$ cat config.mk
export PLATFORM = sky130hd
export DESIGN_NAME = hgid_out_reg
export DESIGN_NICKNAME = d
export VERILOG_FILES = /design/src/rtl/hgid_pkg.sv /design/src/rtl/hgid_out_reg.sv
export SDC_FILE = /design/constraint.sdc
export NUM_CORES = 1
export LEC_CHECK = 0
export BUFFER_PORTS_ARGS = -buffer_cell sky130_fd_sc_hd__buf_4
export CAP_MARGIN = 15
export CORE_AREA = 2 2 39 41
export DETAILED_ROUTE_END_ITERATION = 8
export DIE_AREA = 0 0 41 43
export PLACE_DENSITY = 0.68
export SYNTH_ARGS = -nofsm -noshare
export SYNTH_HDL_FRONTEND = slang
export SYNTH_SLANG_ARGS = --single-unit
$ cat constraint.sdc
create_clock -name aclk -period 1.1 [get_ports aclk]
set_input_delay 0.22 -clock aclk [delete_from_list [all_inputs] [get_ports aclk]]
set_output_delay 0.22 -clock aclk [all_outputs]
set_load 0.005 [all_outputs]
$ cat src/rtl/hgid_pkg.sv
// Shared types and constants for the hash group id assigner.
// No dependencies; imported by every module of the block but hgid_ram.
`timescale 1ns / 1ps

package hgid_pkg;

    // Default sizing of the slot table, group stores and key compare
    localparam int TABLE_SIZE_DEF = 1024;
    localparam int MAX_GROUPS_DEF = 768;
    localparam int KEY_BITS_DEF   = 64;

    // Fixed field widths of the request and result channels
    localparam int HASH_W         = 64;
    localparam int KEY_W          = 64;
    localparam int GROUP_NUMBER_W = 10;

    // Result handed from the probe controller to the output register
    typedef struct packed {
        logic [GROUP_NUMBER_W-1:0] group_number;
        logic                      is_new_group;
        logic                      table_full;
    } result_t;

endpackage

$ cat src/rtl/hgid_out_reg.sv
// Output register for the result channel; frees the sequencer while a
// result waits. Depends on hgid_pkg.
`timescale 1ns / 1ps

module hgid_out_reg (
    input  logic                                  aclk,
    input  logic                                  aresetn,
    input  logic                                  res_valid,
    output logic                                  res_ready,
    input  hgid_pkg::result_t                     res,
    output logic                                  m_valid,
    input  logic                                  m_ready,
    output logic [hgid_pkg::GROUP_NUMBER_W-1:0]   m_group_number,
    output logic                                  m_is_new_group,
    output logic                                  m_table_full
);

    import hgid_pkg::*;

    logic    valid_reg, valid_next;
    result_t data_reg;
    logic    load;

    // Load when empty or when the held result leaves this cycle
    assign res_ready = !valid_reg || m_ready;
    assign load      = res_valid && res_ready;

    always_comb begin
        valid_next = valid_reg;
        if (load) begin
            valid_next = 1'b1;
        end else if (m_ready) begin
            valid_next = 1'b0;
        end
    end

    always_ff @(posedge aclk) begin
        if (!aresetn) begin
            valid_reg <= 1'b0;
        end else begin
            valid_reg <= valid_next;
        end
    end

    // Hold the result payload
    always_ff @(posedge aclk) begin
        if (load) begin
            data_reg <= res;
        end
    end

    assign m_valid        = valid_reg;
    assign m_group_number = data_reg.group_number;
    assign m_is_new_group = data_reg.is_new_group;
    assign m_table_full   = data_reg.table_full;

endmodule
==> flow_summary.ini <==
[logic_synthesis]
synth_seq_area_share = 0.910
ys_types = 6
yosys.area.top_type = edfxtp_1
synth-edff-count = 12
yosys.area_share.simple = 0.0539
syn_nets = 33
syn_avg_cell_area_um2 = 24.6
yosys_warnings = 0
synth_flop_cell = edfxtp_1
ys_seq_elements = 13
synthAdderAreaFrac = 0
synthCells = 17
synth_compound_area_frac = 0.0269
netlist_area_um2 = 418
synth-xor-area-share = 0
synth_top_family_by_area = simple AND/OR/NAND/NOR gates
post-synth-top-count-cell = edfxtp_1
synthMuxAreaShare = 0
synth_top_area_frac = 0.862
ys_top_cells_by_area = edfxtp_1 86%, dfxtp_1 4.8%, nand2b_4 3.3%
ys_async_sr_fraction = 0

[floorplan]
dieArea_um2 = 1760
die_w_um = 41
io_pins = 30
die_height_um = 43
placementRows = 14
start_util = 0.302
core_area_um2 = 1380

[min_path]
hold_class = input pin to flop
min-delay-start = res[6]

[clock_network]
numCtsBuffers = 3
cts_hold_buf = 0
h-tree-depth = 1
clk_pin_slew_worst_paths_ns = 0.08
insertion_delay_ns = 0.27
root_buffer = clkbuf_4
clock-sinks = 13
cts_tree = built
clockBufferDepth = 2

[timing]
fin_worst_skew_ns = 0.00536
fin_crit_ns = 1.03
setup_viol = 0
tns_ns = 0
rsz0062_at_grt = no
drv_slew = 0
hold_viol_final = 0
layout_setup_ws_ns = 0.0670
max_freq_mhz = 968
worstMarginPinSlew_ns = 0.158
post-route-period-util = 0.939
whs_ns = 0.122
slew_headroom = 0.895

[power_and_ir_drop]
peakVddDrop_mv = 0.728
leakagePower_uw = 0.000299
p_per_area_nw_per_um2 = 1430

[cells_and_area]
fillers = 134
n_antenna_cell = 0
syn_to_final_growth_pct = 63.5
final_nets = 67
drive_gt1_frac = 0.720

[route]
wl_um = 880
routedWlPerCell_um = 13.3
drt_first_pass_iters = 2
drt.antenna.violating_nets = 0
drc_errors = 0
vias_per_cell = 4.29
drt-initial-drc-count = 2
via_count = 283

[global_route]
first_global_vias = 287
grt_start_max_net_pins = 13
gr-total-overflow = 0
grt_usage = 0.114
grt_first_pass_wirelength_um = 1240
antenna_found_initial = 0

[worst_setup_path]
cpPeakStageDelay_ns = 0.40
criticalPathCategory = flop to primary output
start_kind = flop
worst-path-max-fanout = 1
cp_num_buf_inv = 1
timing.rr.start = m_valid$_SDFFE_PN0P_
path_cells = buf_4
critPathSlowestCell = edfxtp_1
worstPathArrival_ns = 0.81
critical_path.top_delay_family = flip-flops
end_kind = primary output
crit_required_ns = 0.88
worstSetupStartpoint = m_group_number[1]$_DFFE_PP_

[placement]
dp_worst_setup_slack_ns = 0.132
place.gp.congestion = 0.552
numPortBuffers = 29

[outcome]
status = completed

[flow_run]
cap_violations = 0
==> area by class of cell <==
class                   instances  area [um^2]  area share
clock buffers                   4         26.3      0.0385
well taps                      16         20.0      0.0293
inverters                       1         3.75     0.00549
repair buffers                 29          218       0.319
flip-flops and latches         13          382       0.559
multi-input cells               3         33.8      0.0495
==> registers in the layout (all words and copies together) (netlist names) <==
register,flops
m_is_new_group,1
m_group_number,10
m_table_full,1
m_valid,1
==> metrics by stage <==
step                      area (um^2)  total power, uW  cells  utilization
final                             683              975     66        0.494
after global routing              683             1020     66        0.494
after CTS                         682              989     66        0.493
after detailed placement          656              708     62        0.474
after global placement            656              703     62        0.474
after floorplan                   418              616     17            -
==> routing by layer <==
metal	GRT usage	routed length [um]
met3	0.0366	113
met5	0	0
met4	0.0800	0
met2	0.188	456
met1	0.112	309
==> path summary, 6_finish.rpt <==
path	end	slack (ns)	depth (start not counted)
max	m_group_number[1]	0.07	1
min reg2reg	m_valid$_SDFFE_PN0P_	0.49	2
min	m_group_number[4]$_DFFE_PP_	0.12	1
max reg2reg	m_group_number[9]$_DFFE_PP_	0.16	2
==> cell usage in the layout, fill, tap and decap left out, drive strengths merged <==
| cell type | n |
|---|---|
| inv | 1 |
| edfxtp | 12 |
| and2 | 1 |
| clkbuf | 4 |
| dfxtp | 1 |
| a21boi | 1 |
| nand2b | 1 |
| buf | 29 |
==> cells by family after synthesis <==
family,after synthesis
AOI/OAI and AO/OA,1
DFF,13
buffers and inverters,1
and+or+nand+nor,2
==> power by group <==
| part | total [uW] | leakage, uW | internal (uW) | switching (uW) |
|---|---|---|---|---|
| clock network | 281 | 0.0000150 | 140 | 141 |
| registers | 584 | 0.000125 | 574 | 9.68 |
| logic | 110 | 0.000160 | 74.3 | 35.7 |
| total | 975 | 0.000299 | 788 | 187 |
==> timing repair <==
| action | CTS | global route |
|---|---|---|
| endpoints found under the setup margin | 0 | 1 |
| gates resized for setup | 0 | 1 |
| buffers inserted | 0 | 0 |
(Power assumes the default switching activity.)
