## src/rtl/hgid_ram.sv

```systemverilog
// Generic simple dual-port RAM: one write port, one read port, registered read.
// No dependencies.
`timescale 1ns / 1ps

module hgid_ram #(
    parameter int WIDTH = 8,
    parameter int DEPTH = 16
) (
    input  logic                     aclk,
    input  logic                     we,
    input  logic [$clog2(DEPTH)-1:0] waddr,
    input  logic [WIDTH-1:0]         wdata,
    input  logic [$clog2(DEPTH)-1:0] raddr,
    output logic [WIDTH-1:0]         rdata
);

    logic [WIDTH-1:0] mem [DEPTH];

    // Write port
    always_ff @(posedge aclk) begin
        if (we) begin
            mem[waddr] <= wdata;
        end
    end

    // Registered read port
    always_ff @(posedge aclk) begin
        rdata <= mem[raddr];
    end

endmodule

```

## config.mk

```make
export PLATFORM = sky130hd
export DESIGN_NAME = hgid_ram
export DESIGN_NICKNAME = d
export VERILOG_FILES = /design/src/rtl/hgid_ram.sv
export SDC_FILE = /design/constraint.sdc
export NUM_CORES = 1
export LEC_CHECK = 0
export CORE_ASPECT_RATIO = 0.5
export CORE_UTILIZATION = 60
export DETAILED_ROUTE_END_ITERATION = 12
export DONT_BUFFER_PORTS = 1
export PLACE_DENSITY = 0.76
export SETUP_SLACK_MARGIN = 0.2
export SKIP_LAST_GASP = 1
export SLEW_MARGIN = 10
export SYNTH_ARGS = -nofsm -noshare
export SYNTH_HDL_FRONTEND = slang
export SYNTH_SLANG_ARGS = --single-unit
```

## constraint.sdc

```tcl
create_clock -name aclk -period 2.7 [get_ports aclk]
set_clock_uncertainty 0.2 [all_clocks]
set_input_delay 0.54 -clock aclk [delete_from_list [all_inputs] [get_ports aclk]]
set_output_delay 0.54 -clock aclk [all_outputs]
set_load 0.02 [all_outputs]
```

==> flow_metrics.py, run 1 <==
metrics = {
    "cts": {
        "cts.repair.resized": 0,
        "holdBufCountCts": 0,
        "cts_tree": "done",
        "post_cts_buffers": 0,
        "cts.sinks": 136,
        "htreeDepth": 4,
        "cts_buffers": 17,
        "cts-root-buf": "clkbuf_16",
        "path_clk_slew_ns": 0.06,
        "worstSkewPairLatency_ns": 0.42,
        "clock_path_buffers": 2,
    },
    "global_routing": {
        "grt.overflow.total": 0,
        "grt_pass1_wl_mm": 14.37,
        "track_usage_pct": 24.54,
        "grt_start_max_net_pins": 33,
        "grt_pass1_vias": 2378,
        "grt_antenna_before_repair": 0,
    },
    "route": {
        "route.detailed.drc": 0,
        "wirelength_mm": 9.743,
        "ant_nets": 0,
        "via_count": 2423,
        "drtIter0Drc": 316,
        "dr.pass1.iters": 4,
        "wire_per_inst_um": 25.98,
        "vias_per_cell": 6.461,
    },
    "synth": {
        "ys_top_cells_by_count": "edfxtp_1 (128), mux4_2 (18), a22oi_1 (16)",
        "syn-mean-instance-area_um2": 22.48,
        "synth_area_leaders": "edfxtp_1 (75%), mux4_2 (7.9%), mux4_1 (7.1%), dfxtp_1 (3.1%), a22oi_1 (2.3%)",
        "yosys.area_share.adder_pct": 0,
        "synth_top_family_by_area": "multiplexers",
        "yosys.area_share.simple_pct": 3.184,
        "synth_top_flop_cell": "edfxtp_1",
        "ys_types": 19,
        "synthesis.area_um2": 5147,
        "synth_xor_area_share_pct": 0,
        "ys_seq_elements": 136,
        "async_flop_share_pct": 0,
        "yosysSeqAreaShare_pct": 77.78,
        "synthesis.nets": 247,
        "yosys.area.top_type_share_pct": 74.67,
        "yosysMostFrequentCell": "edfxtp_1",
        "synth_cells": 229,
        "synth_mux_area_share_pct": 15.02,
        "synth_edf_count": 128,
        "synth_compound_area_share_pct": 2.333,
        "yosys_warnings": 0,
        "yosysTopAreaCell": "edfxtp_1",
    },
    "outcome": {
        "status": "complete, no violations",
    },
    "critical_path": {
        "critPathBufInv": 0,
        "crit_type": "in2reg",
        "crit_slowest_cell": "nor2_1",
        "arrival_ns": 1.67,
        "endpoint_kind": "flop",
        "crit_chain": "or3b_2 > nor2_1",
        "worstPathRequired_ns": 2.54,
        "max_stage_delay_ns": 0.63,
        "path_max_fanout": 8,
        "critPathLaunchType": "primary input",
        "path_delay_family": "simple AND/OR/NAND/NOR gates",
    },
    "cells_and_area": {
        "fillers": 438,
        "drive_gt1_share_pct": 22.81,
        "multiInputGateArea_um2": 1057,
        "seqCellArea_um2": 4004,
        "fin_util_pct": 72.48,
        "diodes": 0,
        "final_nets": 268,
        "area_delta_synth_final_pct": 14.68,
        "final_cells": 375,
    },
    "die": {
        "num_io_pins": 26,
        "initial_core_util_pct": 63.20,
        "num_rows": 23,
        "coreArea_um2": 8144,
        "die_w_um": 133.0,
        "die_area_um2": 8976,
        "die_y_um": 67.50,
    },
    "job": {
        "cap_violations": 0,
    },
    "place": {
        "dp_hpwl_mm": 5.641,
        "gp_congestion": 0.7415,
        "placed_cells": 343,
        "io_buffers": 0,
    },
    "sta": {
        "fin_crit_sh_pct": 68.01,
        "max_freq_mhz": 544.6,
        "slew_viol_final": 0,
        "hold_viol_final": 0,
        "fin_setup_tns_ns": 0,
        "tightest_slew_ns": 0.8226,
        "relSlewSlack_pct": 44.96,
        "finalSetupViolations": 0,
        "grt_setup_unrepaired": "no",
        "min_period_ns": 1.836,
    },
    "power": {
        "ir_drop_uv": 581.1,
        "power_density_nw_per_um2": 826.5,
        "power_w": 0.004879,
        "p_leak_nw": 1.954,
    },
    "min_path": {
        "hp-class": "in2reg",
    },
}
==> where the power goes <==
group          internal [W]  total (W)  switching, W
clock network       0.00154    0.00236      0.000810
registers           0.00236    0.00240     0.0000325
logic             0.0000701   0.000128     0.0000579
==> cells in the final DEF (no fill, tap or decap), types with 2 or more instances in the layout <==
cell type / Yosys / routed
a22oi_1: 16 / 16
buf_4: 1 / 12
bufinv_16: 0 / 3
clkbuf_1: 0 / 3
clkbuf_16: 0 / 17
clkbuf_8: 0 / 4
clkinv_2: 0 / 3
clkinvlp_4: 0 / 2
dfxtp_1: 8 / 8
edfxtp_1: 128 / 128
mux4_1: 14 / 14
mux4_2: 18 / 18
nand2_1: 9 / 9
nand2b_1: 2 / 2
nand3b_1: 2 / 2
nor2_1: 13 / 13
nor3_1: 4 / 4
==> area by class of cell <==
class                   instances  share of cell area [%]
clock buffers                  24                   8.330
well taps                     112                   2.374
multi-input cells              83                   17.91
flip-flops and latches        136                   67.83
repair buffers                 12                   1.526
clock inverters                 8                   2.035
==> stage by stage <==
step           cell area (um2)  worst slack (ns)  hold slack (ns)
5_1_grt                   5903            0.8344         0.001502
3_5_place_dp              5291            0.4982           0.4395
4_1_cts                   5903            0.9159         0.002097
6_report                  5903            0.8638          0.01468
3_3_place_gp              5291            0.5509           0.4397
2_1_floorplan             5147            0.4671           0.4293
==> routing by layer <==
metal	track usage, %	wire length, um	vias to the layer above
li1	-	-	1016
met2	37.83	4700	122
met1	33.51	4061	1272
met3	7.282	860	13
met5	0	0	-
met4	10.63	121	0
==> worst paths after layout <==
| check | startpoint | slack, ns | depth (start not counted) | endpoint |
|---|---|---|---|---|
| setup / recovery | waddr[2] | 0.86 | 2 | mem[2][0] |
| hold / removal | wdata[2] | 0.01 | 0 | mem[10][2] |
| setup reg to reg | mem[10][2] | 1.03 | 3 | rdata[2] |
| hold reg to reg | mem[14][5] | 0.47 | 3 | rdata[5] |
==> sequential cells by signal, summed over array words and instances (netlist names) <==
register / cells
rdata: 8
mem: 128
==> logic make-up (layout without fill, tap and decap cells) <==
kind of cell    Yosys count  count (layout)
compound gates           16              16
buf+inv                  10              44
flops                   136             136
mux                      32              32
simple gates             35              35
Note: power is estimated with default switching activity, not from simulation.
==> run 2: changes to the inputs <==
clock period = 1.9 ns   (was 2.7 ns; I/O delays follow)
==> flow_metrics.py, run 2 (synthesis gave the netlist of run 1 again) <==
metrics = {
    "cells_and_area": {
        "layout_common_cells": "edfxtp_1 (128), mux4_2 (18), clkbuf_16 (17)",
        "reg.largest.list": "mem x128, rdata x8",
        "mostFrequentLayoutCell": "edfxtp_1",
        "final_nets": 281,
        "regMostFlops": "mem",
        "largest_reg_flops": 128,
        "area_delta_synth_final_pct": 15.87,
        "drive_gt1_share_pct": 23.19,
    },
    "die": {
        "num_rows": 23,
        "die_area_um2": 8976,
        "coreArea_um2": 8144,
        "initial_core_util_pct": 63.20,
        "die_y_um": 67.50,
        "num_io_pins": 26,
        "die_w_um": 133.0,
    },
    "cts": {
        "cts.sinks": 136,
        "post_cts_buffers": 0,
        "path_clk_slew_ns": 0.05,
        "cts-root-buf": "clkbuf_16",
        "clock_path_buffers": 2,
        "cts_buffers": 17,
        "htreeDepth": 4,
        "worstSkewPairLatency_ns": 0.41,
        "cts_tree": "done",
    },
    "critical_path": {
        "critPathLaunchType": "flop",
        "path_max_fanout": 1,
        "arrival_ns": 1.68,
        "crit_slowest_cell": "mux4_1",
        "worstPathRequired_ns": 1.98,
        "crit_type": "reg2reg",
        "crit_chain": "mux4_1 > a22oi_1 > nand2_1",
        "endpoint_kind": "flop",
        "max_stage_delay_ns": 0.52,
        "r2r_cells": 3,
    },
    "global_routing": {
        "grt_pass1_wl_mm": 14.66,
        "grt_antenna_before_repair": 1,
        "grt_start_max_net_pins": 33,
        "grt.overflow.total": 0,
        "grt_pass1_vias": 2485,
        "track_usage_pct": 24.96,
    },
    "sta": {
        "holdWs_ns": 0.08985,
        "slew_viol_final": 0,
        "finalSetupViolations": 0,
        "min_period_ns": 1.591,
        "max_freq_mhz": 628.5,
        "relSlewSlack_pct": 50.44,
        "fin_setup_tns_ns": 0,
        "hold_viol_final": 0,
        "tightest_slew_ns": 0.7406,
        "fin_crit_sh_pct": 83.74,
        "grt_setup_unrepaired": "no",
    },
    "place": {
        "io_buffers": 0,
        "dp_hpwl_mm": 5.924,
        "gp_congestion": 0.7901,
    },
    "route": {
        "ant_nets": 0,
        "drtIter0Drc": 240,
        "via_count": 2471,
        "dr.pass1.iters": 5,
        "wirelength_mm": 9.937,
        "vias_per_cell": 6.352,
        "wire_per_inst_um": 25.54,
        "route.detailed.drc": 0,
    },
    "power": {
        "ir_drop_uv": 774.1,
        "power_density_nw_per_um2": 1091,
        "p_leak_nw": 1.980,
    },
    "outcome": {
        "status": "complete, no violations",
    },
    "job": {
        "cap_violations": 0,
    },
    "min_path": {
        "hp-class": "in2reg",
        "hold_path_depth": 3,
    },
}
-- run 2: repair_timing --
item	CTS	global route
resized for setup	0	0
hold buffers	10	0
endpoints found under the hold margin	136	0
-- run 2: power breakdown --
group / total [W] / internal [W] / switching [W]
clock network: 0.00285 / 0.00176 / 0.00109
logic: 0.000244 / 0.000116 / 0.000128
registers: 0.00341 / 0.00336 / 0.0000533
total: 0.00651 / 0.00524 / 0.00127
-- run 2: worst paths after layout --
path | from | end | slack, ns
min | raddr[1] | rdata[5] | 0.09
max | mem[9][3] | rdata[3] | 0.31
min reg2reg | mem[14][5] | rdata[5] | 0.50
max reg2reg | mem[9][3] | rdata[3] | 0.31
-- run 2: worst max-delay path, delay by kind of cell (launching register included) --
kind | cells | cell delay [ns]
multiplexers | 1 | 0.52
flip-flops | 1 | 0.36
AO/OA/AOI/OAI | 1 | 0.30
AND/OR/NAND/NOR | 1 | 0.09
-- run 2: final cells by class --
class	instances	area, um2
Sequential cell	136	4004
Fill cell	443	2180
Multi-Input combinational cell	83	1089
Clock buffer	28	496.7
Timing Repair Buffer	25	212.7
Tap cell	112	140.1
Clock inverter	4	20.02
Antenna cell	1	2.502
-- run 2: stage by stage --
| step | setup WS (ns) | cells | area (um2) | power, W | util, % |
|---|---|---|---|---|---|
| finish | 0.3090 | 389 | 5964 | 0.006506 | 73.24 |
| global route | 0.2615 | 388 | 5962 | 0.006673 | 73.21 |
| floorplan | 0.1835 | 229 | 5186 | 0.003631 | - |
| CTS | 0.3109 | 388 | 5962 | 0.006537 | 73.21 |
| global placement | 0.1373 | 346 | 5345 | 0.003647 | 65.63 |
| detailed placement | 0.07934 | 346 | 5345 | 0.003656 | 65.63 |
-- run 2: layer usage --
layer  vias to the layer above  wire length [um]  global-route usage (%)
li1                       1041                 -                       -
met2                       138              4420                   36.19
met4                         0               161                   10.49
met5                         -                 0                       0
met3                        21              1077                   9.760
met1                      1271              4278                   34.40
==> run 3: changes to the inputs <==
clock period = 1.55 ns   (was 1.9 ns; I/O delays follow)
==> flow_metrics.py, run 3 (synthesis gave the netlist of run 1 again) <==
metrics = {
    "critical_path": {
        "crit_chain": "mux4_2 > a22oi_2 > nand2_1",
        "worstPathRequired_ns": 1.64,
        "critPathBufInv": 0,
        "critPathLaunchType": "flop",
        "path_max_fanout": 1,
        "crit_start": "mem[0][6]",
        "endpoint_kind": "flop",
        "crit_type": "reg2reg",
        "r2r-start": "mem[0][6]",
        "arrival_ns": 1.63,
        "max_stage_delay_ns": 0.49,
        "crit_slowest_cell": "mux4_2",
        "path_delay_family": "multiplexers",
    },
    "cts": {
        "cts-root-buf": "clkbuf_16",
        "htreeDepth": 4,
        "cts.sinks": 136,
        "worstSkewPairLatency_ns": 0.41,
        "cts_buffers": 17,
        "clock_path_buffers": 2,
        "cts_tree": "done",
        "path_clk_slew_ns": 0.05,
        "post_cts_buffers": 0,
    },
    "cells_and_area": {
        "largest_reg_flops": 128,
        "diodes": 0,
        "area_delta_synth_final_pct": 19.62,
        "regMostFlops": "mem",
        "fin_util_pct": 75.60,
        "fin_area_um2": 6157,
        "drive_gt1_share_pct": 38.10,
        "mostFrequentLayoutCell": "edfxtp_1",
        "final_nets": 278,
        "layout_common_cells": "edfxtp_1 (128), mux4_2 (32), clkbuf_16 (17)",
        "reg.largest.list": "mem x128, rdata x8",
        "fillers": 399,
    },
    "route": {
        "route.detailed.drc": 0,
        "ant_nets": 0,
        "wirelength_mm": 9.939,
        "drtIter0Drc": 234,
        "vias_per_cell": 6.299,
        "wire_per_inst_um": 25.82,
        "dr.pass1.iters": 5,
        "via_count": 2425,
    },
    "die": {
        "num_io_pins": 26,
        "initial_core_util_pct": 63.20,
        "die_w_um": 133.0,
        "die_area_um2": 8976,
        "die_y_um": 67.50,
        "coreArea_um2": 8144,
        "num_rows": 23,
    },
    "power": {
        "switching_share_pct": 19.68,
        "power.switching_w": 0.001626,
        "seq_power_share_pct": 50.6,
        "ir_drop_uv": 970.9,
        "combinationalPowerShare_pct": 4.2,
        "p_int_w": 0.006637,
        "pwr-share-clk_pct": 45.2,
        "power_density_nw_per_um2": 1342,
        "p_leak_nw": 1.975,
    },
    "sta": {
        "hold_viol_final": 0,
        "min_period_ns": 1.542,
        "relSlewSlack_pct": 42.71,
        "holdWs_ns": 0.01619,
        "fin_setup_tns_ns": 0,
        "slew_viol_final": 0,
        "tightest_slew_ns": 0.8561,
        "grt_setup_unrepaired": "yes",
        "finalSetupViolations": 0,
        "max_freq_mhz": 648.6,
        "fin_crit_sh_pct": 99.47,
    },
    "place": {
        "io_buffers": 0,
        "dp_hpwl_mm": 5.978,
        "postPlaceCellArea_um2": 5440,
        "gp_congestion": 0.7370,
    },
    "min_path": {
        "hp-class": "in2reg",
        "worstHoldStart": "raddr[1]",
    },
    "global_routing": {
        "track_usage_pct": 24.74,
        "grt_pass1_vias": 2438,
        "grt.overflow.total": 0,
        "grt_antenna_before_repair": 0,
        "grt_pass1_wl_mm": 14.66,
        "grt_start_max_net_pins": 33,
    },
    "outcome": {
        "status": "complete, no violations",
    },
    "job": {
        "cap_violations": 0,
    },
}
==> run 3: cell types whose count changed in the layout (fill, tap and decap cells not counted), moves of 8 or more <==
cell     previous run  this run
a22oi_1            16         7
dfxtp_2             0         8
dfxtp_1             8         0
mux4_1             14         0
buf_4              15         4
mux4_2             18        32
a22oi_2             0         9
buf_12              0         8
==> run 3: repair_timing <==
action	4_1_cts	5_1_grt
gates resized for setup	16	4
pin swaps	3	1
hold endpoints to repair	139	0
hold buffers	10	0
setup endpoints to repair	16	41
==> run 3: worst register-to-register path, stage by stage (launching register included) <==
cell and delay [ns]:
edfxtp_1 0.39, mux4_2 0.49, a22oi_2 0.26, nand2_1 0.09
==> run 3: power by group through the flow <==
| stage | Combinational (W) | Sequential [W] | Clock, W |
|---|---|---|---|
| after floorplan | 0.000242 | 0.00424 | 0 |
| after global placement | 0.000250 | 0.00424 | 0 |
| after detailed placement | 0.000252 | 0.00425 | 0 |
| after CTS | 0.000341 | 0.00418 | 0.00379 |
| after global routing | 0.000364 | 0.00419 | 0.00394 |
| final | 0.000346 | 0.00418 | 0.00374 |
==> run 3: worst paths after layout <==
kind                                 end  slack [ns]  cells after the start
worst max-delay path            rdata[6]       0.008                      3
worst min-delay path            rdata[3]        0.02                      3
worst max register to register  rdata[6]       0.008                      3
worst min register to register  rdata[3]        0.47                      3
==> run 3: metal layers <==
metal | up-vias | track usage [%] | share of wire [%]
met1 | 1254 | 34.10 | 42
met5 | - | 0 | 0
met2 | 137 | 36.98 | 47
met4 | 0 | 9.483 | 1.3
li1 | 1022 | - | -
met3 | 12 | 8.859 | 9.3
==> run 3: layout make-up <==
type / instances / area, um2 / area share [%]
Tap cell: 112 / 140.1 / 2.276
Clock inverter: 9 / 72.57 / 1.179
Timing Repair Buffer: 22 / 295.3 / 4.796
Clock buffer: 23 / 488.0 / 7.925
Sequential cell: 136 / 4014 / 65.19
Multi-Input combinational cell: 83 / 1147 / 18.63
==> run 3: per-stage QoR <==
stage | cells | total power [W] | setup WS, ns
floorplan | 229 | 0.004478 | -0.06301
global placement | 343 | 0.004491 | -0.04704
detailed placement | 343 | 0.004502 | -0.06349
CTS | 385 | 0.008314 | 0.03206
global route | 385 | 0.008491 | -0.01354
finish | 385 | 0.008263 | 0.008154
