## src/rtl/hgid_pkg.sv

```systemverilog
// Shared types and constants for the hash group id assigner.
// No dependencies; imported by every module of the block but hgid_ram.
`timescale 1ns / 1ps

package hgid_pkg;

    // Default sizing of the slot table, group stores and key compare
    localparam int TABLE_SIZE_DEF = 1024;
    localparam int MAX_GROUPS_DEF = 768;
    localparam int KEY_BITS_DEF   = 64;

    // Fixed field widths of the request and result channels
    localparam int HASH_W         = 64;
    localparam int KEY_W          = 64;
    localparam int GROUP_NUMBER_W = 10;

    // Result handed from the probe controller to the output register
    typedef struct packed {
        logic [GROUP_NUMBER_W-1:0] group_number;
        logic                      is_new_group;
        logic                      table_full;
    } result_t;

endpackage

```

## src/rtl/hgid_probe_ctrl.sv

```systemverilog
// Probe sequencer: clears the slot table, walks triangular probes and
// assigns dense group numbers. Depends on hgid_pkg; drives both RAMs.
`timescale 1ns / 1ps

module hgid_probe_ctrl #(
    parameter int TABLE_SIZE = 1024,
    parameter int MAX_GROUPS = 768,
    parameter int KEY_BITS   = 64
) (
    input  logic                                      aclk,
    input  logic                                      aresetn,
    // request channel
    input  logic                                      s_valid,
    output logic                                      s_ready,
    input  logic [hgid_pkg::HASH_W-1:0]               s_row_hash,
    input  logic [hgid_pkg::KEY_W-1:0]                s_row_key,
    input  logic                                      s_restart,
    // result toward the output register
    output logic                                      res_valid,
    input  logic                                      res_ready,
    output hgid_pkg::result_t                         res,
    // slot table RAM
    output logic                                      slot_we,
    output logic [$clog2(TABLE_SIZE)-1:0]             slot_waddr,
    output logic [$clog2(MAX_GROUPS+1)-1:0]           slot_wdata,
    output logic [$clog2(TABLE_SIZE)-1:0]             slot_raddr,
    input  logic [$clog2(MAX_GROUPS+1)-1:0]           slot_rdata,
    // group hash/key store RAM
    output logic                                      grp_we,
    output logic [$clog2(MAX_GROUPS)-1:0]             grp_waddr,
    output logic [hgid_pkg::HASH_W+KEY_BITS-1:0]      grp_wdata,
    output logic [$clog2(MAX_GROUPS)-1:0]             grp_raddr,
    input  logic [hgid_pkg::HASH_W+KEY_BITS-1:0]      grp_rdata
);

    import hgid_pkg::*;

    localparam int IDX_BITS   = $clog2(TABLE_SIZE);
    localparam int GRP_BITS   = $clog2(MAX_GROUPS + 1);
    localparam int GADDR_BITS = $clog2(MAX_GROUPS);
    localparam int PRB_BITS   = IDX_BITS + 1;

    localparam logic [GRP_BITS-1:0] MAX_G     = GRP_BITS'(MAX_GROUPS);
    localparam logic [PRB_BITS-1:0] PROBE_END = PRB_BITS'(TABLE_SIZE);

    localparam logic [2:0] ST_CLEAR  = 3'd0;
    localparam logic [2:0] ST_IDLE   = 3'd1;
    localparam logic [2:0] ST_ISSUE  = 3'd2;
    localparam logic [2:0] ST_SLOT   = 3'd3;
    localparam logic [2:0] ST_GRP    = 3'd4;
    localparam logic [2:0] ST_RESULT = 3'd5;

    logic [2:0]          state_reg, state_next;
    logic [IDX_BITS-1:0] clr_reg, clr_next;
    logic                pend_reg, pend_next;
    logic [GRP_BITS-1:0] count_reg, count_next;
    logic [HASH_W-1:0]   hash_reg, hash_next;
    logic [KEY_BITS-1:0] key_reg, key_next;
    logic [IDX_BITS-1:0] idx_reg, idx_next;
    logic [PRB_BITS-1:0] probe_reg, probe_next;
    logic [GRP_BITS-1:0] entry_reg, entry_next;
    result_t             res_reg, res_next;

    logic                accept;
    logic [PRB_BITS-1:0] probe_inc;
    logic [IDX_BITS-1:0] idx_step;
    logic [GRP_BITS-1:0] count_inc;
    logic [GRP_BITS-1:0] entry_m1;
    logic [31:0]         count_inc_w;
    logic [31:0]         entry_w;
    logic                grp_hit;

    // Datapath helpers
    assign accept      = s_valid && s_ready;
    assign s_ready     = (state_reg == ST_IDLE);
    assign probe_inc   = probe_reg + 1'b1;
    assign idx_step    = idx_reg + probe_inc[IDX_BITS-1:0];
    assign count_inc   = count_reg + 1'b1;
    assign entry_m1    = slot_rdata - 1'b1;
    assign count_inc_w = 32'(count_inc);
    assign entry_w     = 32'(entry_reg);
    assign grp_hit     = (grp_rdata == {hash_reg, key_reg});

    assign grp_raddr = entry_m1[GADDR_BITS-1:0];
    assign grp_waddr = count_reg[GADDR_BITS-1:0];
    assign grp_wdata = {hash_reg, key_reg};

    assign res_valid = (state_reg == ST_RESULT);
    assign res       = res_reg;

    // Sequence clear, probe and result hand-off
    always_comb begin
        state_next = state_reg;
        clr_next   = clr_reg;
        pend_next  = pend_reg;
        count_next = count_reg;
        hash_next  = hash_reg;
        key_next   = key_reg;
        idx_next   = idx_reg;
        probe_next = probe_reg;
        entry_next = entry_reg;
        res_next   = res_reg;
        slot_we    = 1'b0;
        slot_waddr = idx_reg;
        slot_wdata = count_inc;
        slot_raddr = idx_reg;
        grp_we     = 1'b0;

        case (state_reg)
            ST_CLEAR: begin
                slot_we    = 1'b1;
                slot_waddr = clr_reg;
                slot_wdata = '0;
                clr_next   = clr_reg + 1'b1;
                if (&clr_reg) begin
                    state_next = pend_reg ? ST_ISSUE : ST_IDLE;
                    pend_next  = 1'b0;
                end
            end
            ST_IDLE: begin
                slot_raddr = s_row_hash[IDX_BITS-1:0];
                if (accept) begin
                    hash_next  = s_row_hash;
                    key_next   = s_row_key[KEY_BITS-1:0];
                    idx_next   = s_row_hash[IDX_BITS-1:0];
                    probe_next = '0;
                    if (s_restart) begin
                        count_next = '0;
                        clr_next   = '0;
                        pend_next  = 1'b1;
                        state_next = ST_CLEAR;
                    end else begin
                        state_next = ST_SLOT;
                    end
                end
            end
            ST_ISSUE: begin
                state_next = ST_SLOT;
            end
            ST_SLOT: begin
                if (slot_rdata == '0) begin
                    // Empty slot: open a group unless the limit is reached
                    if (count_reg < MAX_G) begin
                        slot_we    = 1'b1;
                        grp_we     = 1'b1;
                        count_next = count_inc;
                        res_next   = '{group_number: count_inc_w[GROUP_NUMBER_W-1:0],
                                       is_new_group: 1'b1, table_full: 1'b0};
                    end else begin
                        res_next = '{group_number: '0, is_new_group: 1'b0,
                                     table_full: 1'b1};
                    end
                    state_next = ST_RESULT;
                end else begin
                    entry_next = slot_rdata;
                    state_next = ST_GRP;
                end
            end
            ST_GRP: begin
                if (grp_hit) begin
                    res_next   = '{group_number: entry_w[GROUP_NUMBER_W-1:0],
                                   is_new_group: 1'b0, table_full: 1'b0};
                    state_next = ST_RESULT;
                end else begin
                    probe_next = probe_inc;
                    if (probe_inc == PROBE_END) begin
                        res_next   = '{group_number: '0, is_new_group: 1'b0,
                                       table_full: 1'b1};
                        state_next = ST_RESULT;
                    end else begin
                        // Advance to the next triangular offset
                        idx_next   = idx_step;
                        slot_raddr = idx_step;
                        state_next = ST_SLOT;
                    end
                end
            end
            ST_RESULT: begin
                if (res_ready) begin
                    state_next = ST_IDLE;
                end
            end
            default: begin
                state_next = ST_IDLE;
            end
        endcase
    end

    // Control registers
    always_ff @(posedge aclk) begin
        if (!aresetn) begin
            state_reg <= ST_CLEAR;
            clr_reg   <= '0;
            pend_reg  <= 1'b0;
            count_reg <= '0;
        end else begin
            state_reg <= state_next;
            clr_reg   <= clr_next;
            pend_reg  <= pend_next;
            count_reg <= count_next;
        end
    end

    // Payload registers
    always_ff @(posedge aclk) begin
        hash_reg  <= hash_next;
        key_reg   <= key_next;
        idx_reg   <= idx_next;
        probe_reg <= probe_next;
        entry_reg <= entry_next;
        res_reg   <= res_next;
    end

`ifndef NO_ASSERTIONS
    a_count_limit: assert property (@(posedge aclk) disable iff (!aresetn)
        count_reg <= MAX_G)
        else $error("group count above limit");

    a_slot_nonzero: assert property (@(posedge aclk) disable iff (!aresetn)
        (slot_we && state_reg != ST_CLEAR) |-> (slot_wdata != '0))
        else $error("slot written empty outside a clearing pass");

    a_grp_with_slot: assert property (@(posedge aclk) disable iff (!aresetn)
        grp_we |-> (slot_we && slot_waddr == idx_reg))
        else $error("group store written without its slot");

    a_restart_clear: assert property (@(posedge aclk) disable iff (!aresetn)
        (accept && s_restart) |=> (state_reg == ST_CLEAR && count_reg == '0))
        else $error("restart did not start a clearing pass");

    a_result_flags: assert property (@(posedge aclk) disable iff (!aresetn)
        res_valid |-> !(res.is_new_group && res.table_full))
        else $error("new group and refusal flagged together");
`endif

endmodule

```

## config.mk

```make
export PLATFORM = sky130hd
export DESIGN_NAME = hgid_probe_ctrl
export DESIGN_NICKNAME = d
export VERILOG_FILES = /design/src/rtl/hgid_pkg.sv /design/src/rtl/hgid_probe_ctrl.sv
export SDC_FILE = /design/constraint.sdc
export NUM_CORES = 1
export LEC_CHECK = 0
export BUFFER_PORTS_ARGS = -buffer_cell sky130_fd_sc_hd__buf_2
export CELL_PAD_IN_SITES_DETAIL_PLACEMENT = 2
export CELL_PAD_IN_SITES_GLOBAL_PLACEMENT = 2
export CORE_ASPECT_RATIO = 1.25
export CORE_MARGIN = 1.5
export CORE_UTILIZATION = 28
export DETAILED_ROUTE_END_ITERATION = 10
export PLACE_DENSITY = 0.87
export SETUP_SLACK_MARGIN = 0.5
export SLEW_MARGIN = 10
export SYNTH_ARGS = -nofsm -noshare
export SYNTH_HDL_FRONTEND = slang
export SYNTH_SLANG_ARGS = --single-unit
```

## constraint.sdc

```tcl
create_clock -name aclk -period 6.22 [get_ports aclk]
set_clock_uncertainty 0.15 [all_clocks]
set_input_delay 0.622 -clock aclk [delete_from_list [all_inputs] [get_ports aclk]]
set_output_delay 0.622 -clock aclk [all_outputs]
set_load 0.05 [all_outputs]
```

==> run metrics, run 1 <==
Pre-antenna DRT Iters 4; worst path arrival time between 4 and 5 ns; Adder-Cell Fraction of Synth Area 0.0220; Worst Setup Path Type flop to output port; register bit total from synthesis about 200; Clock Latency Late Sink approximately 0.44 ns; Hold Vio Cnt, Final 0; post-synthesis mux area share 0.0182; final WL around 41000 microns; YS warnings 0; unique cell type count in the Yosys netlist between 60 and 70; vias per cell 4.88; fin crit period ~4.8 ns; CP max stage delay approximately 0.84 ns; Startpoint Class flop; clock share of power 0.406; static leakage 5.22 nW; Synth area leaders edfxtp_1 54%, xnor2_1 11%, dfxtp_1 5.1%; Area after DPL about 12000 sq um; port bufs about 460; Die W roughly 170 microns; setup ws final 1.43 ns; post-synthesis compound-gate area fraction 0.0704; core area 33400 sq um; run status complete, no violations; # rows between 70 and 80; Worst Max-Slew Pin Slew roughly 1.3 ns; Post-Syn Instances about 750; fin. max-slew vios 0; postcts setup bufs 0; Inserted Clock Buffers 17; commonest non-fill, non-tap cell in the layout buf_2; first-pass GRT wire length between 50000 and 60000 microns; post-DP HPWL around 34000 microns; CTS tree done; Overall Global Routing Usage 0.235; cell area after layout 12900 sq um; Netlist Area Pre-Place 9440 sq um; die area 34800 sq um; initial core utilization 0.282; placed cell count roughly 1.6k; post-CTS sizing 0; setup TNS 0 ns; Top delay family on crit path simple AND/OR/NAND/NOR gates; endpoint class of the critical path output port; RSZ-0062 raised after global routing false; Crit path required time approximately 5.5 ns; most frequent cells in the layout 464 x buf_2, 171 x edfxtp_1, 123 x xnor2_1; sequential area share after synthesis 0.595; # hold bufs at CTS 0; CP dominant cell by count nand4_1; main flop type after synthesis edfxtp_1; initial antenna violation count 18; ratio of cells with drive above 1 in the final layout 0.431; Detail Route Antenna Nets 0; Hold WC Path Type input pin to flop; DRC Markers 0; Synth Area in Simple Gates 0.135; Syn-to-layout area delta 36.2%; count of endpoints failing setup in the final report 0; Longest Clk Path Bufs 2; via count between 8k and 9k; Root Driver clkbuf_16; Max Fclk 0.209 GHz; Peak VDD IR approximately 0.15 mV; ys async rst share 0; period utilization 0.770; I/O pins approximately 470; max-cap viol count 0; slowest CP cell nor4_4; 1st-iter DRT viols approximately 450; CP Max Fanout 14; post-place setup slack ~1.6 ns; largest net degree at the start of global routing 76; cell-internal power approximately 2.1 mW; top-area cell type share of the netlist area 0.544; global route overflow 0; Final #Nets roughly 1.5k; xor/xnor cell area share of the yosys netlist 0.144; power share of the combinational group 0.074; share of total power in sequential cells 0.520; H-tree depth 4; Non-Filler Instances roughly 1.7k; die span in y about 210 microns; Syn Area/Cell 12.6 sq um; PwrDens roughly 210 nW/um^2; hold_ws between 0.15 and 0.2 ns; Post-synth EDFFs 171; sw frac 0.237; Worst-path clk slew ~0.090 ns; worst rel slew slack 0.137; switching power about 0.65 mW; main combinational cell family by area after synthesis XOR/XNOR gates; CTS Sinks a little under 200; drt wl/cell around 25 microns; worst path cell trace xnor2_1 > nand4_1 > nor4_1 > nand4_1 > nor4_4 > or2_1 > a221o_1 > buf_2; Synth area leader edfxtp_1; routability cong. approximately 0.95; Synthesized Nets between 1k and 1.5k; vias in the first global route approximately 9.0k; Buf/Inv on CP 1
==> cell type report <==
class	instances	area [sq um]
clock inverters	14	144
multi-input cells	517	3680
inverters	19	76.3
repair buffers	468	2350
fillers	3659	20600
flip-flops and latches	195	5620
diodes	11	27.5
clock buffers	18	429
well taps	423	529
==> cells by family (layout without fill, tap and decap cells) <==
group	Yosys count	count (layout)
simple gates	231	231
flops	195	195
xor+xnor	155	155
compound gates	99	99
buf+inv	34	519
fa+ha+maj	16	16
mux	16	16
other cells	0	11
==> worst register-to-register path, cell delays in order (launching register included) <==
cell and delay [ns]:
edfxtp_1 0.43, xnor2_1 0.20, nand4_1 0.18, nor4_1 0.50, nand4_1 0.44, nor4_4 0.84
a21oi_1 0.48
==> cells in the mapped netlist, types with 17 or more instances <==
cell / count
a21oi_1: 22
and2_1: 19
dfxtp_1: 24
edfxtp_1: 171
inv_1: 18
nand2_1: 47
nand3_1: 17
nand4_1: 31
nor2_1: 37
o21ai_0: 23
xnor2_1: 123
xor2_1: 32
==> through the flow <==
stage / total power, mW / util
2_1_floorplan: 1.53 / -
3_3_place_gp: 1.64 / 0.367
3_5_place_dp: 1.65 / 0.367
4_1_cts: 2.77 / 0.384
5_1_grt: 2.83 / 0.384
6_report: 2.73 / 0.385
==> final timing paths <==
path / end / cells after the start / start / slack (ns)
setup / recovery: slot_raddr[3] / 8 / key_reg[13] / 1.43
hold / removal: key_reg[13] / 1 / s_row_key[13] / 0.20
setup reg to reg: probe_reg[0] / 6 / key_reg[13] / 2.60
hold reg to reg: clr_reg[9] / 2 / clr_reg[9] / 0.37
==> power by group through the flow <==
stage | Sequential [mW] | Combinational (mW) | Clock [mW]
finish | 1.42 | 0.204 | 1.11
global route | 1.42 | 0.221 | 1.19
CTS | 1.42 | 0.206 | 1.14
detailed placement | 1.45 | 0.204 | 0
global placement | 1.45 | 0.192 | 0
floorplan | 1.45 | 0.0770 | 0
==> per-layer routing <==
metal	vias up	share of wire	global-route usage
met2	337	0.53	0.427
met1	4007	0.37	0.246
met4	14	0.030	0.0960
met3	66	0.078	0.0786
li1	3705	-	-
met5	-	0.0023	0
Power figures use the tool's default switching activity.
==> run 2, diff against run 1 <==
--- a/config.mk
+++ b/config.mk
@@ -5,14 +5,15 @@
 export SDC_FILE = /design/constraint.sdc
 export NUM_CORES = 1
 export LEC_CHECK = 0
+export ABC_AREA = 1
 export BUFFER_PORTS_ARGS = -buffer_cell sky130_fd_sc_hd__buf_2
 export CELL_PAD_IN_SITES_DETAIL_PLACEMENT = 2
 export CELL_PAD_IN_SITES_GLOBAL_PLACEMENT = 2
 export CORE_ASPECT_RATIO = 1.25
 export CORE_MARGIN = 1.5
-export CORE_UTILIZATION = 28
+export CORE_UTILIZATION = 27
 export DETAILED_ROUTE_END_ITERATION = 10
-export PLACE_DENSITY = 0.87
+export PLACE_DENSITY = 0.89
 export SETUP_SLACK_MARGIN = 0.5
 export SLEW_MARGIN = 10
 export SYNTH_ARGS = -nofsm -noshare
==> constraint.sdc (replaced) <==
create_clock -name aclk -period 5 [get_ports aclk]
set_clock_uncertainty 0.15 [all_clocks]
set_input_delay 0.5 -clock aclk [delete_from_list [all_inputs] [get_ports aclk]]
set_output_delay 0.5 -clock aclk [all_outputs]
set_load 0.05 [all_outputs]
==> run metrics, run 2 <==
run status complete, no violations; Overall Global Routing Usage 0.243 (+0.00855); register bit total from synthesis 195 (unchanged); max-cap viol count 0 (unchanged); # rows 79 (+5.3%); I/O pins 465 (unchanged); Inserted Clock Buffers 17 (unchanged); Clock Latency Late Sink 0.46 ns (+0.02 ns); share of total power in sequential cells 0.512 (-0.008); CP dominant cell by count nand2_1; power share of the combinational group 0.080 (+0.006); # fillers 4337 (+19%); Post-Syn Instances 1141 (+53%); xor/xnor cell area share of the yosys netlist 0.0997 (-0.0441); clock share of power 0.408 (+0.002); # hold bufs at CTS 0 (unchanged); Pre-antenna DRT Iters 4 (unchanged); Netlist Area Pre-Place 10300 sq um (+8.8%); fin. max-slew vios 0 (unchanged); final WL 48200 microns (+17%); cell-internal power 2.56 mW (+23%); switching power 0.884 mW (+36%); ratio of cells with drive above 1 in the final layout 0.332 (-0.0982); ys async rst share 0 (unchanged); main combinational cell family by area after synthesis simple AND/OR/NAND/NOR gates; initial core utilization 0.275 (-0.00780); endpoint class of the critical path output port; most frequent cell after synthesis nand2_1; Top delay family on crit path simple AND/OR/NAND/NOR gates; RSZ-0062 raised after global routing false; post-DP HPWL 40500 microns (+18%); Synth area leader edfxtp_1; port bufs 464 (unchanged); Worst Max-Slew Pin Slew 0.887 ns (-0.407 ns); commonest non-fill, non-tap cell in the layout buf_2; Peak VDD IR 0.178 mV (+18%); PwrDens 249 nW/um^2 (+17%); Max Fclk approximately 0.24 GHz; CTS Sinks 195 (unchanged); largest net degree at the start of global routing 74 (-2.6%); CTS tree done; vias in the first global route 11.0k (+22%); worst path cell trace ha_1 > nand2_1 > inv_1 > nand2_1 > xor2_1 > inv_1 > ha_1 > a21oi_1 > inv_1 > a21oi_1 > nand2_1 > xnor2_1 > nand2_1 > nand2_1 > nand2_1 > nand3_1 > nand2_1 > buf_2; Adder-Cell Fraction of Synth Area 0.0202 (-0.00177); core area 37400 sq um (+12%); CP max stage delay 0.45 ns (-0.39 ns); Hold Vio Cnt, Final 0 (unchanged); Synth area leaders edfxtp_1 50%, nand2_1 13%, xnor2_1 8.5%; period utilization 0.842; main flop type after synthesis edfxtp_1; Worst Setup Path Type flop to output port; DRC Markers 0 (unchanged); die area 39200 sq um (+13%); setup ws final 0.791 ns (-0.641 ns); worst rel slew slack 0.407 (+0.270); post-synthesis mux area share 0 (-0.0182); initial antenna violation count 32 (+14); Crit path required time 4.35 ns (-1.10 ns); global route overflow 0 (unchanged); first-pass GRT wire length 68500 microns (+16%); unique cell type count in the Yosys netlist 36 (-45%); area of the multi-input gates 3960 sq um (+7.8%); Root Driver clkbuf_16; slowest CP cell edfxtp_1; setup TNS 0 ns (unchanged); routability cong. 0.942 (-0.84%); Synth Area in Simple Gates 0.219 (+0.0842); Syn-to-layout area delta 34.9%; CP Max Fanout 3 (-11); Longest Clk Path Bufs 2 (unchanged); sw frac 0.257 (+0.0194); area occupied by registers 5620 sq um (unchanged); Synthesized Nets 1428 (+38%); Synth top cells by count 355 x nand2_1, 171 x edfxtp_1, 159 x inv_1, 108 x nor2_1, 100 x xnor2_1; post-synthesis compound-gate area fraction 0.0439 (-0.0265); Startpoint Class flop; hold_ws 0.0563 ns (-0.141 ns); Die W 177 microns (+6.1%); vias per cell 4.68 (-4.2%); Worst-path clk slew 0.09 ns (about the same); H-tree depth 4 (unchanged); Hold WC Path Type input pin to flop; count of endpoints failing setup in the final report 0 (unchanged); die span in y 221 microns (+6.1%); via count 9960 (+23%); Final #Nets 1902 (+26%); 1st-iter DRT viols 400 (-11%); worst path arrival time 3.56 ns (-0.46 ns); most frequent cells in the layout 463 x buf_2, 354 x nand2_1, 171 x edfxtp_1; drt wl/cell 22.6 microns (-8.7%); post-place setup slack 0.938 ns (-0.629 ns); sequential area share after synthesis 0.547 (-0.0479); Buf/Inv on CP 4 (+3); Post-synth EDFFs 171 (unchanged); Detail Route Antenna Nets 0 (unchanged); Syn Area/Cell 8.99 sq um (-29%); YS warnings 0 (unchanged); fin crit period ~4.2 ns; top-area cell type share of the netlist area 0.500 (-0.0438); static leakage 6.39 nW (+22%)
## run 2: cells by family (layout without fill, tap and decap cells)
family	Yosys count	in the layout
AND/OR/NAND/NOR	550	550
flip-flops	195	195
buffers and inverters	184	671
XOR/XNOR	116	116
AO/OA/AOI/OAI	80	80
adder cells (fa/ha/maj)	16	16
other	0	16
## run 2: final cells by class
| type | instances | area share |
|---|---|---|
| multi-input cells | 762 | 0.286 |
| clock inverters | 15 | 0.0118 |
| well taps | 486 | 0.0439 |
| inverters | 166 | 0.0453 |
| repair buffers | 473 | 0.174 |
| clock buffers | 17 | 0.0307 |
| diodes | 16 | 0.00289 |
| flip-flops and latches | 195 | 0.406 |
## run 2: per-layer routing
layer | wire, microns | global-route usage | vias to the layer above
met5 | 130 | 0 | -
met4 | 1660 | 0.101 | 20
met3 | 4130 | 0.0747 | 93
met2 | 25500 | 0.447 | 415
met1 | 16800 | 0.252 | 4838
li1 | - | - | 4594
## run 2: power groups by stage
stage,logic (mW),clock network [mW],registers (mW)
floorplan,0.108,0,1.80
global placement,0.256,0,1.80
detailed placement,0.276,0,1.80
CTS,0.278,1.45,1.77
global route,0.300,1.49,1.77
finish,0.275,1.41,1.77
## run 2: final timing paths
path	start	end	slack, ns	depth (start not counted)
max	probe_reg[1]	slot_raddr[7]	0.79	18
min	s_row_hash[32]	hash_reg[32]	0.06	1
max reg2reg	probe_reg[1]	idx_reg[7]	1.74	17
min reg2reg	clr_reg[2]	clr_reg[2]	0.35	2
## run 2: repair_timing
item,CTS,global route
setup endpoints to repair,0,10
setup buffers,0,1
resized for setup,0,4
## run 2: per-stage QoR
stage	std cells	utilization	instance area, sq um	power [mW]
floorplan	1141	-	10300	1.91
global route	2124	0.370	13800	3.56
global placement	2081	0.353	13200	2.06
finish	2130	0.371	13800	3.45
CTS	2113	0.369	13800	3.49
detailed placement	2081	0.353	13200	2.08
==> run 3, diff against run 2 <==
--- a/config.mk
+++ b/config.mk
@@ -5,15 +5,15 @@
 export SDC_FILE = /design/constraint.sdc
 export NUM_CORES = 1
 export LEC_CHECK = 0
-export ABC_AREA = 1
+export ABC_AREA = 0
 export BUFFER_PORTS_ARGS = -buffer_cell sky130_fd_sc_hd__buf_2
 export CELL_PAD_IN_SITES_DETAIL_PLACEMENT = 2
 export CELL_PAD_IN_SITES_GLOBAL_PLACEMENT = 2
 export CORE_ASPECT_RATIO = 1.25
 export CORE_MARGIN = 1.5
-export CORE_UTILIZATION = 27
+export CORE_UTILIZATION = 25
 export DETAILED_ROUTE_END_ITERATION = 10
-export PLACE_DENSITY = 0.89
+export PLACE_DENSITY = 0.83
 export SETUP_SLACK_MARGIN = 0.5
 export SLEW_MARGIN = 10
 export SYNTH_ARGS = -nofsm -noshare
==> constraint.sdc (replaced) <==
create_clock -name aclk -period 3.5 [get_ports aclk]
set_clock_uncertainty 0.15 [all_clocks]
set_input_delay 0.35 -clock aclk [delete_from_list [all_inputs] [get_ports aclk]]
set_output_delay 0.35 -clock aclk [all_outputs]
set_load 0.05 [all_outputs]
==> run metrics, run 3 (synthesis gave the netlist of run 1 again) <==
run status finished, violations left; failing checks negative setup slack; port bufs 464 (unchanged); Final #Nets 1684 (-11%); area of the multi-input gates 4180 sq um (+5.5%); r2r setup slk 0.29 ns (-1.45 ns); worst path cell trace buf_4 > xor2_4 > ha_4 > o211ai_1 > o21ai_2 > a211o_1 > a41oi_4 > xnor2_2 > or4_4 > nand3_4 > buf_12; Worst Reg-to-Reg Cells 11 (-6); I/O pins 465 (unchanged); Worst Setup Path Type flop to output port; max-cap viol count 0 (unchanged); CTS Sinks 195 (unchanged); post-DP HPWL 34800 microns (-14%); 1st-iter DRT viols 401 (+0.25%); worst path arrival time 3.43 ns (-0.13 ns); core area 37300 sq um (-0.26%); commonest non-fill, non-tap cell in the layout buf_2; CP Max Fanout 4 (+1); RSZ-0062 raised after global routing true; Pre-antenna DRT Iters 4 (unchanged); Die W 177 microns (-0.34%); worst rel slew slack 0.439 (+0.0319); total power 4.97 mW (+44%); Detail Route Antenna Nets 0 (unchanged); die area 38900 sq um (-0.68%); largest net degree at the start of global routing 85 (+15%); ratio of cells with drive above 1 in the final layout 0.455 (+0.123); hold_ws 0.0326 ns (-0.0237 ns); Peak VDD IR 0.326 mV (+84%); # rows 79 (unchanged); Non-Filler Instances 1909 (-10%); die span in y 220 microns (-0.34%); Worst Max-Slew Pin Slew 0.838 ns (-0.0488 ns); Longest Clk Path Bufs 2 (unchanged); # fillers 3915 (-9.7%); vias in the first global route 10.1k (-8.3%); Hold WC Path Type input pin to flop; endpoint class of the critical path output port; count of endpoints failing setup in the final report 10 (+10); setup ws final -0.429 ns (-1.22 ns); cell area after layout 15300 sq um (+11%); Stages on worst setup path 11 (-7); period utilization 1.12; placed cell count 1704 (-18%); R2R Path Start probe_reg[2]; Root Driver clkbuf_16; vias per cell 4.77 (+2.0%); DRC Markers 0 (unchanged); H-tree depth 4 (unchanged); slowest CP cell edfxtp_1; static leakage 6.20 nW (-2.9%); Syn-to-layout area delta 62.5%; Clock Latency Late Sink 0.47 ns (about the same); worst r2r dst idx_reg[9]; CTS tree done; Inserted Clock Buffers 17 (unchanged); via count 9103 (-8.6%); routability cong. 0.890 (-5.5%); Buf/Inv on CP 2 (-2); Startpoint Class flop; CP max stage delay 0.48 ns (+0.03 ns); Worst-path clk slew 0.08 ns (about the same); initial core utilization 0.253 (-0.0214); final WL 49000 microns (+1.7%); fin crit period a little under 4 ns; Top delay family on crit path compound AO/OA/AOI/OAI gates; Max Fclk between 0.2 and 0.3 GHz; area occupied by registers 5620 sq um (about the same); PwrDens 324 nW/um^2 (+30%); initial antenna violation count 20 (-38%); Overall Global Routing Usage 0.242 (-0.000694); setup TNS -2.97 ns (-2.97 ns); worst setup path start probe_reg[2]; global route overflow 0 (unchanged); Area after DPL 12700 sq um (-3.6%); most frequent cells in the layout 453 x buf_2, 171 x edfxtp_1, 131 x dlygate4sd3_1; drt wl/cell 25.7 microns (+13%); Crit path required time 3.00 ns (-1.35 ns); fin. max-slew vios 0 (unchanged); first-pass GRT wire length 67300 microns (-1.7%); Setup crit end slot_raddr[9]; Hold Vio Cnt, Final 0 (unchanged)
run 3: per-stage QoR:
stage | setup slack, ns | util
finish | -0.429 | 0.411
global route | -0.495 | 0.411
detailed placement | 0.0425 | 0.341
CTS | -0.364 | 0.402
floorplan | 0.256 | -
global placement | 0.112 | 0.341
run 3: power by group:
group / total, mW / leakage (nW) / internal [mW] / switching (mW)
registers: 2.52 / 1.75 / 2.52 / 0.00471
logic: 0.518 / 4.21 / 0.279 / 0.240
clock network: 1.93 / 0.247 / 0.924 / 1.00
run 3: area by class of cell:
type	instances	share of cell area
Clock buffer	19	0.0282
Multi-Input combinational cell	517	0.273
Timing Repair Buffer	647	0.279
Antenna cell	13	0.00212
Sequential cell	195	0.366
Tap cell	486	0.0397
Inverter	19	0.00530
Clock inverter	13	0.00685
run 3: layer usage:
layer  vias up  track usage  wire, microns
met5         -            0             46
met3        98       0.0668           3210
li1       4065            -              -
met4         8        0.121           1930
met1      4522        0.245          17500
met2       410        0.454          26400
run 3: how the worst min path moves through the flow:
stage | slack, ns | start | depth (start not counted) | to
floorplan | 0.30 | slot_rdata[0] | 0 | entry_reg[0]
detailed placement | 0.35 | clr_reg[6] | 2 | clr_reg[6]
global placement | 0.34 | clr_reg[6] | 2 | clr_reg[6]
CTS | 0.004 | slot_rdata[4] | 1 | entry_reg[4]
finish | 0.03 | s_row_hash[6] | 1 | hash_reg[6]
global route | 0.03 | s_row_hash[2] | 1 | hash_reg[2]
run 3: what timing repair did:
action,CTS,global route
endpoints found under the hold margin,131,0
buffers inserted,20,8
endpoints found under the setup margin,84,89
cloned,0,1
resized for setup,46,41
pin swaps,18,24
hold buffers,131,0
run 3: worst reg2reg max path, delay by kind of cell, from the launching register on:
kind | cells | cell delay, ns
xor gates and xnor gates | 2 | 0.37
adders and majority gates | 1 | 0.26
buffers and inverters | 2 | 0.37
AOI/OAI and AO/OA | 4 | 0.94
and+or+nand+nor | 2 | 0.54
DFF | 1 | 0.48
